[config.mk]
export PLATFORM = sky130hd
export DESIGN_NAME = pcc_vertex_track
export DESIGN_NICKNAME = d
export VERILOG_FILES = /design/src/rtl/pcc_pkg.sv /design/src/rtl/pcc_vertex_track.sv
export SDC_FILE = /design/constraint.sdc
export NUM_CORES = 1
export LEC_CHECK = 0
export BUFFER_PORTS_ARGS = -buffer_cell sky130_fd_sc_hd__clkbuf_2
export CAP_MARGIN = 5
export CELL_PAD_IN_SITES_DETAIL_PLACEMENT = 0
export CELL_PAD_IN_SITES_GLOBAL_PLACEMENT = 1
export CORE_MARGIN = 2
export CORE_UTILIZATION = 30
export DETAILED_ROUTE_END_ITERATION = 12
export PLACE_DENSITY_LB_ADDON = 0.1
export SYNTH_ARGS = -nofsm -noshare
export SYNTH_HDL_FRONTEND = slang
export SYNTH_SLANG_ARGS = --single-unit
[constraint.sdc]
create_clock -name clk -period 4.9 [get_ports clk]
set_clock_uncertainty 0.1 [all_clocks]
set_input_delay 0.49 -clock clk [delete_from_list [all_inputs] [get_ports clk]]
set_output_delay 0.49 -clock clk [all_outputs]
set_load 0.02 [all_outputs]
[src/rtl/pcc_pkg.sv]
`default_nettype none

package pcc_pkg;

  // Default coordinate width taken from each 32-bit field
  localparam int COORD_WIDTH_DEF = 32;

  // Stream widths: two 32-bit coordinates in, three flag bits padded to a byte out
  localparam int TDATA_IN_W  = 64;
  localparam int TDATA_OUT_W = 8;

  // Turns judged per vertex: the running turn plus the two closing turns
  localparam int NUM_LANES = 3;

  // Lane roles
  localparam int LANE_RUN    = 0;
  localparam int LANE_CLOSE1 = 1;
  localparam int LANE_CLOSE2 = 2;

  // Control that travels alongside the data through the pipeline
  typedef struct packed {
    logic                 valid;
    logic                 last;
    logic [NUM_LANES-1:0] turn_valid;
  } pcc_ctrl_t;

endpackage

`default_nettype wire

[src/rtl/pcc_vertex_track.sv]
`default_nettype none

// Keeps first, second and the two most recent vertices, and forms the
// edge vectors of every turn the incoming vertex completes.
module pcc_vertex_track #(
  parameter int COORD_WIDTH = pcc_pkg::COORD_WIDTH_DEF
) (
  input  wire logic                  clk,
  input  wire logic                  rst_n,
  input  wire logic                  en,
  input  wire logic                  in_valid,
  input  wire logic [31:0]           vertex_x,
  input  wire logic [31:0]           vertex_y,
  input  wire logic                  last_vertex,
  output pcc_pkg::pcc_ctrl_t         ctrl_r,
  output logic signed [COORD_WIDTH:0] e1x_r [pcc_pkg::NUM_LANES],
  output logic signed [COORD_WIDTH:0] e1y_r [pcc_pkg::NUM_LANES],
  output logic signed [COORD_WIDTH:0] e2x_r [pcc_pkg::NUM_LANES],
  output logic signed [COORD_WIDTH:0] e2y_r [pcc_pkg::NUM_LANES]
);
  import pcc_pkg::*;

  localparam int CW = COORD_WIDTH;
  localparam int DW = COORD_WIDTH + 1;

  logic              accept;
  logic [CW-1:0]     vx, vy;
  logic [CW-1:0]     fx_r, fy_r, sx_r, sy_r, ox_r, oy_r, nx_r, ny_r;
  logic [1:0]        cnt_r, cnt_nxt;
  pcc_ctrl_t         ctrl_nxt;

  // Turn corners per lane: origin, apex, end
  logic [CW-1:0]     o_x [NUM_LANES];
  logic [CW-1:0]     o_y [NUM_LANES];
  logic [CW-1:0]     a_x [NUM_LANES];
  logic [CW-1:0]     a_y [NUM_LANES];
  logic [CW-1:0]     b_x [NUM_LANES];
  logic [CW-1:0]     b_y [NUM_LANES];

  // Exact difference of two signed coordinates, one bit wider
  function automatic logic [DW-1:0] diff(input logic [CW-1:0] a, input logic [CW-1:0] b);
    diff = {a[CW-1], a} - {b[CW-1], b};
  endfunction

  assign accept = in_valid && en;
  assign vx     = vertex_x[CW-1:0];
  assign vy     = vertex_y[CW-1:0];

  // Running turn: older -> newer -> incoming
  assign o_x[LANE_RUN] = ox_r;  assign o_y[LANE_RUN] = oy_r;
  assign a_x[LANE_RUN] = nx_r;  assign a_y[LANE_RUN] = ny_r;
  assign b_x[LANE_RUN] = vx;    assign b_y[LANE_RUN] = vy;
  // First closing turn: newer -> incoming -> first
  assign o_x[LANE_CLOSE1] = nx_r;  assign o_y[LANE_CLOSE1] = ny_r;
  assign a_x[LANE_CLOSE1] = vx;    assign a_y[LANE_CLOSE1] = vy;
  assign b_x[LANE_CLOSE1] = fx_r;  assign b_y[LANE_CLOSE1] = fy_r;
  // Second closing turn: incoming -> first -> second
  assign o_x[LANE_CLOSE2] = vx;    assign o_y[LANE_CLOSE2] = vy;
  assign a_x[LANE_CLOSE2] = fx_r;  assign a_y[LANE_CLOSE2] = fy_r;
  assign b_x[LANE_CLOSE2] = sx_r;  assign b_y[LANE_CLOSE2] = sy_r;

  // Vertex count and which turns this item completes
  always_comb begin
    cnt_nxt = cnt_r;
    if (accept) begin
      if (last_vertex) begin
        cnt_nxt = 2'd0;
      end else if (cnt_r != 2'd3) begin
        cnt_nxt = cnt_r + 2'd1;
      end
    end
    ctrl_nxt.valid                   = accept;
    ctrl_nxt.last                    = last_vertex;
    ctrl_nxt.turn_valid[LANE_RUN]    = cnt_r[1];
    ctrl_nxt.turn_valid[LANE_CLOSE1] = cnt_r[1] && last_vertex;
    ctrl_nxt.turn_valid[LANE_CLOSE2] = cnt_r[1] && last_vertex;
  end

  // Control registers
  always_ff @(posedge clk) begin
    if (!rst_n) begin
      cnt_r  <= 2'd0;
      ctrl_r <= '0;
    end else if (en) begin
      cnt_r  <= cnt_nxt;
      ctrl_r <= ctrl_nxt;
    end
  end

  // Stored vertices
  always_ff @(posedge clk) begin
    if (accept) begin
      if (cnt_r == 2'd0) begin
        fx_r <= vx;
        fy_r <= vy;
      end
      if (cnt_r == 2'd1) begin
        sx_r <= vx;
        sy_r <= vy;
      end
      ox_r <= (cnt_r == 2'd0) ? vx : nx_r;
      oy_r <= (cnt_r == 2'd0) ? vy : ny_r;
      nx_r <= vx;
      ny_r <= vy;
    end
  end

  // Edge vectors per lane
  always_ff @(posedge clk) begin
    if (en) begin
      for (int i = 0; i < NUM_LANES; i++) begin
        e1x_r[i] <= diff(a_x[i], o_x[i]);
        e1y_r[i] <= diff(a_y[i], o_y[i]);
        e2x_r[i] <= diff(b_x[i], a_x[i]);
        e2y_r[i] <= diff(b_y[i], a_y[i]);
      end
    end
  end

endmodule

`default_nettype wire

# --- Yosys cells after proc, flatten, opt, wreduce, memory -nomap -nowiden ---
# Cells that the tools add are included.
classes:
  reduce_logical: 7
  addsub: 9
  muxes: 4
  eq_ne: 2
op_table:
  columns: ["cell", "count"]
  rows:
  - ["32-bit by 32-bit subtractor with 33-bit output", 8]
  - ["32-bit two-way mux", 2]
  - ["2-bit two-way mux", 2]
  - ["2-bit AND reduction", 2]
  - ["3-bit AND reduction", 1]
  - ["2-bit by 1-bit adder with 2-bit output (second input constant)", 1]
  - ["2-bit by 1-bit equality test with 1-bit output (second input constant)", 1]
  - ["1-bit logical AND", 2]
  - ["2-bit logical NOT", 1]
  - ["2-bit inequality test (second input constant)", 1]
  - ["2-bit nonzero test", 1]
word_totals:
  input_bits: 69
  output_inout_bits: 401
  word_cells: 42
  regBits: 526

# --- Logic depth before layout (Yosys ltp) ---
depth:
  ltp_word: 3
  mapped_depth: 12
  depth_no_buf: 12

# --- Worst setup path after synthesis ---
# No wires, ideal clock.
synth_path:
  path_type: "in2reg"
  startpoint: "in en"
  endpoint: "reg cnt_r[0]"
  arrival_ps: 3765
  setup_time_ps: 116
  n_path_buf: 1
  cell_stages: 5
  slack_ps: 919
  path_cell_list: "clkbuf_1 > nand2_1 > inv_1 > o22ai_1 > and2_1"
synth_via:
  elab_chain_cells: 2
synth_lines:
  columns: ["element", "line", "source"]
  rows:
  - ["start: declaration", "pcc_vertex_track.sv:10", "input wire logic en,"]
  - ["1-bit logical AND", "pcc_vertex_track.sv:45", "assign accept = in_valid && en;"]
  - ["net accept", "pcc_vertex_track.sv:26", "logic accept;"]
  - ["3-bit AND reduction (no source line)", null, null]
  - ["end signal: assignment", "pcc_vertex_track.sv:85", "cnt_r <= cnt_nxt;"]
  - ["end: declaration", "pcc_vertex_track.sv:29", "logic [1:0] cnt_r, cnt_nxt;"]
# The timed path passes the listed nets, and every way through them passes these cells.
# A chain may end at the register's enable or synchronous reset.

# --- Worst setup path in the final report ---
layout_path:
  startpoint: "in vertex_x[0]"
  endpoint: "reg e2x_r[98] (netlist name), data pin"
layout_via:
  elab_chain_cells: 1
layout_lines:
  columns: ["element", "line", "source"]
  rows:
  - ["start: declaration", "pcc_vertex_track.sv:12", "input wire logic [31:0] vertex_x,"]
  - ["32-bit by 32-bit subtractor with 33-bit output", "pcc_vertex_track.sv:42", "diff = {a[CW-1], a} - {b[CW-1], b};"]
  - ["end signal: indexed assignment", "pcc_vertex_track.sv:114", "e2x_r[i] <= diff(b_x[i], a_x[i]);"]
  - ["end: declaration", "pcc_vertex_track.sv:18", "output logic signed [COORD_WIDTH:0] e2x_r [pcc_pkg::NUM_LANES],"]
# No other way between the ends.

==> summary.md <==
| Metric | Value |
|---|---|
| Die width | 328.9 um |
| Worst-path clk slew | about 0.060 ns |
| Layout cells sized above 1 | roughly a fifth |
| CP startpoint kind | input pin |
| RSZ-0062 raised after global routing | no |
| Post-layout minimum cycle time | roughly 3.7 ns |
| Average cell area after synthesis | between 10 and 15 um^2 |
| First-pass GRT wire length | about 130 mm |
| Min-delay src | vertex_x[9] |
| Via density | between 4 and 5 |
| Fillers | around 11000 |
| Lkg Pwr | between 15 and 20 nW |
| GRT overflow | 0 |
| Row count | 119 |
| Reg2Reg Depth | 11 |
| CP required | 5.13 ns |
| Type of the tightest min-delay check | input pin to flip-flop |
| Fin util | roughly a third |
| Final hold violation count | 0 |
| Syn Std Cell Area | 0.03167 mm^2 |
| CP max stage delay | 0.52 ns |
| Most frequent CP cell | a21oi_1 |
| Per-cell routed wire length | 18.35 um |
| ANT cells | 0 |
| Met1 GRT Util | 22.38% |
| # clock sinks | between 500 and 600 |
| Die area | ~0.11 mm^2 |
| Post-synth EDFFs | between 500 and 600 |
| Hold path depth | 1 |
| Number of antenna violations at the first check in global routing | 3 |
| Clk buf depth | 3 |
| Fmax | between 0.2 and 0.3 GHz |
| Fin worst setup slack | around 1.2 ns |
| DR iter-0 viols | 1664 |
| Arrival time at the worst endpoint | slightly below 4 ns |
| Most Crowded Layer GR | met2 |
| Slowest-stage cell, CP | dlygate4sd3_1 |
| Maximum VDD drop | 0.2038 mV |
| Pwr Density | 377.6 mW/mm^2 |
| Ys flop type | edfxtp_1 |
| Chip height | roughly 330 um |
| Worst setup path class | input pin to flip-flop |
| Remaining DRCs | 0 |
| Final #Nets | 3634 |
| Starting density of the core | between 30 and 40% |
| Max Slew Vio Count | 0 |
| Worst setup EP type | flip-flop |
| DP HPWL | ~66 mm |
| H-tree Lvls | 3 |
| Hold Worst Slack | 0.05955 ns |
| FF-to-FF setup slack | between 1 and 1.5 ns |
| Synth async-reset ratio | 0% |
| Total Routing Usage GR | 15.63% |
| Cell accounting for the most synthesized area | edfxtp_1 |
| Worst-path cell chain | dlygate4sd3_1 > clkbuf_2 > inv_1 > ha_1 > fa_1 > nand2b_1 > a21oi_1 > o21ai_0 > a211o_1 > nand3_1 > a41o_2 > nor2_1 > o41ai_2 > a21oi_1 |
| GR Util met2 | 23.89% |
| Routability cong. | about 0.86 |
| Number of global-route vias before repair | about 22000 |
| Reg-to-Reg Start | ny_r[1]$_DFFE_PP_ |
| CTS root buf | clkbuf_16 |
| Skew-Pair Late Insertion Delay | slightly above 0.6 ns |
| CTS Buf Count | 70 |
| Total negative slack | 0 ns |
| MaxCap Viol Count | 0 |
| Critical Path Fanout Max | 6 |
| Sequential share of the synthesized area | between 40% and 50% |
| Post_cts resized | 0 |
| Area grow syn2layout | 16.56% |
| Synth area leaders | edfxtp_1 (49%), ha_1 (10%), inv_1 (4.0%), a21oi_1 (4.0%), xnor2_1 (3.9%) |
| Via count | about 23000 |
| CTS tree | built |
| Pin count of the biggest net entering global routing | around 110 |
| Post-Syn Instances | ~3000 |
| Syn. warnings | 0 |
| Synth Net Count | about 3300 |
| Number of library cell types mapped by synthesis | 99 |
| Worst slew margin | about a quarter |
| Final setup vio count | 0 |
| R2R Path End | e2y_r[97]$_DFFE_PP_ |
| 1st-pass router iterations | 6 |
| Period utilization | 75.99% |
| Post-DRT Antenna Nets | 0 |
| Number of buffers inserted by port buffering | about 470 |
| Yosys top cell area share | 49.30% |
| Placeable Area | 0.1050 mm^2 |
| Pre-CTS setup slack | ~1.1 ns |
| IO Count | 470 |
| Post-Route WL | 86.96 mm |
| Number of synthesized register bits | around 530 |
| WHS Endpoint | fx_r[9]$_DFFE_PP_ |
| Worst slew pin tran | roughly 1.1 ns |
| Outcome | finished, final reports clean |
| GRT met3 Usage | roughly 2.7% |
==> worst max-delay path, delay by kind of cell <==
| kind | cells | cell delay [ns] |
|---|---|---|
| AND/OR/NAND/NOR | 3 | 0.43 |
| adder cells (fa/ha/maj) | 2 | 0.62 |
| AO/OA/AOI/OAI | 6 | 1.65 |
| buffers and inverters | 3 | 0.74 |
==> state kept, by name, summed over array words and instances (netlist names) <==
| name | cells |
|---|---|
| nx_r | 32 |
| fy_r | 32 |
| sy_r | 32 |
| ctrl_r | 4 |
| e2y_r | 99 |
| sx_r | 32 |
| cnt_r | 2 |
| e1x_r | 33 |
| e1y_r | 33 |
| ny_r | 32 |
| e2x_r | 99 |
| fx_r | 32 |
| oy_r | 32 |
| ox_r | 32 |
==> metrics by stage <==
stage	instance area, um^2	instances	total power [mW]
5_1_grt	36920	4740	14.66
4_1_cts	36920	4740	14.20
2_1_floorplan	31670	2945	7.974
6_report	36920	4740	13.94
3_3_place_gp	34620	4614	8.915
3_5_place_dp	34620	4614	8.915
==> placed cells by master (no fill, tap or decap), drive strengths merged, types with 73 or more instances in the layout <==
master / count
clkbuf: 554
edfxtp: 520
inv: 337
ha: 259
a21oi: 259
nand2: 205
o21ai: 197
xnor2: 142
nor2: 121
a21o: 105
xor2: 73
==> final cells by class <==
cell class	count	area [um^2]	area share (%)
sequential	526	15740	42.62
clock buffer	86	1897	5.138
inverter	335	1262	3.420
tap	1391	1740	4.715
timing repair buffer	478	2457	6.657
multi-input combinational	1887	13460	36.46
clock inverter	37	364.1	0.9863
==> report_power, final <==
part	leakage, nW	internal (mW)	switching [mW]
logic	9.77	1.06	1.99
clock network	1.10	3.11	2.03
registers	5.01	5.49	0.252
total	15.9	9.66	4.28
==> synthesized netlist by cell type, types with 6 or more instances <==
cell and count:
ha_1 259, or3_1 9, o21ai_0 178, edfxtp_1 520, xor2_1 73, and3_1 18, xnor2_1 142, o211ai_1 17
nand3_1 57, a21boi_0 10, o31a_1 7, buf_4 133, nand4_1 43, nor4_1 10, o21a_1 25, nand2b_1 29
a21oi_2 8, nor2_1 121, a31o_2 9, inv_1 335, nor2b_1 42, o21bai_1 36, a211oi_1 13, o31ai_1 14
and4_1 8, nand2_1 205, dfxtp_1 6, a31oi_1 30, a41oi_1 6, a21o_1 105, a21oi_1 251, o2111ai_1 6
fa_1 8, and2_1 9, nor3_1 28, o21ai_1 14, clkbuf_1 60
==> worst max path at each step <==
stage	startpoint	end	slack, ns	cells past startpoint
global placement	vertex_x[0]	e2x_r[98]$_DFFE_PP_	1.12	13
CTS	vertex_x[0]	e2x_r[98]$_DFFE_PP_	1.25	14
finish	vertex_x[0]	e2x_r[98]$_DFFE_PP_	1.18	14
floorplan	en	cnt_r[0]$_SDFFE_PN0P_	0.92	5
detailed placement	vertex_y[0]	e2y_r[98]$_DFFE_PP_	1.05	13
global route	vertex_x[0]	e2x_r[98]$_DFFE_PP_	0.98	14
==> layer usage <==
metal  part of all wire, %  vias to the layer above  routed length [um]
li1                      -                    11235                   -
met1                    48                    11120               41530
met2                    44                      649               38600
met3                   5.5                      109                4747
met4                   2.4                        0                2087
met5                     0                        -                   0
==> logic make-up (layout without fill, tap and decap cells) <==
group	count (synthesis)	in the layout	share of synthesized area, %
and+or+nand+nor	601	601	9.201
AOI/OAI and AO/OA	801	801	16.45
adders and majority gates	267	267	10.74
xor gates and xnor gates	215	215	5.946
DFF	526	526	49.68
muxes	3	3	0.09482
buffers and inverters	532	936	7.890
==> repair_timing <==
action / CTS / global route
hold buffers: 3 / 0
endpoints found under the hold margin: 9 / 0
setup buffers: 0 / 0
Note: power is estimated with default switching activity, not from simulation.
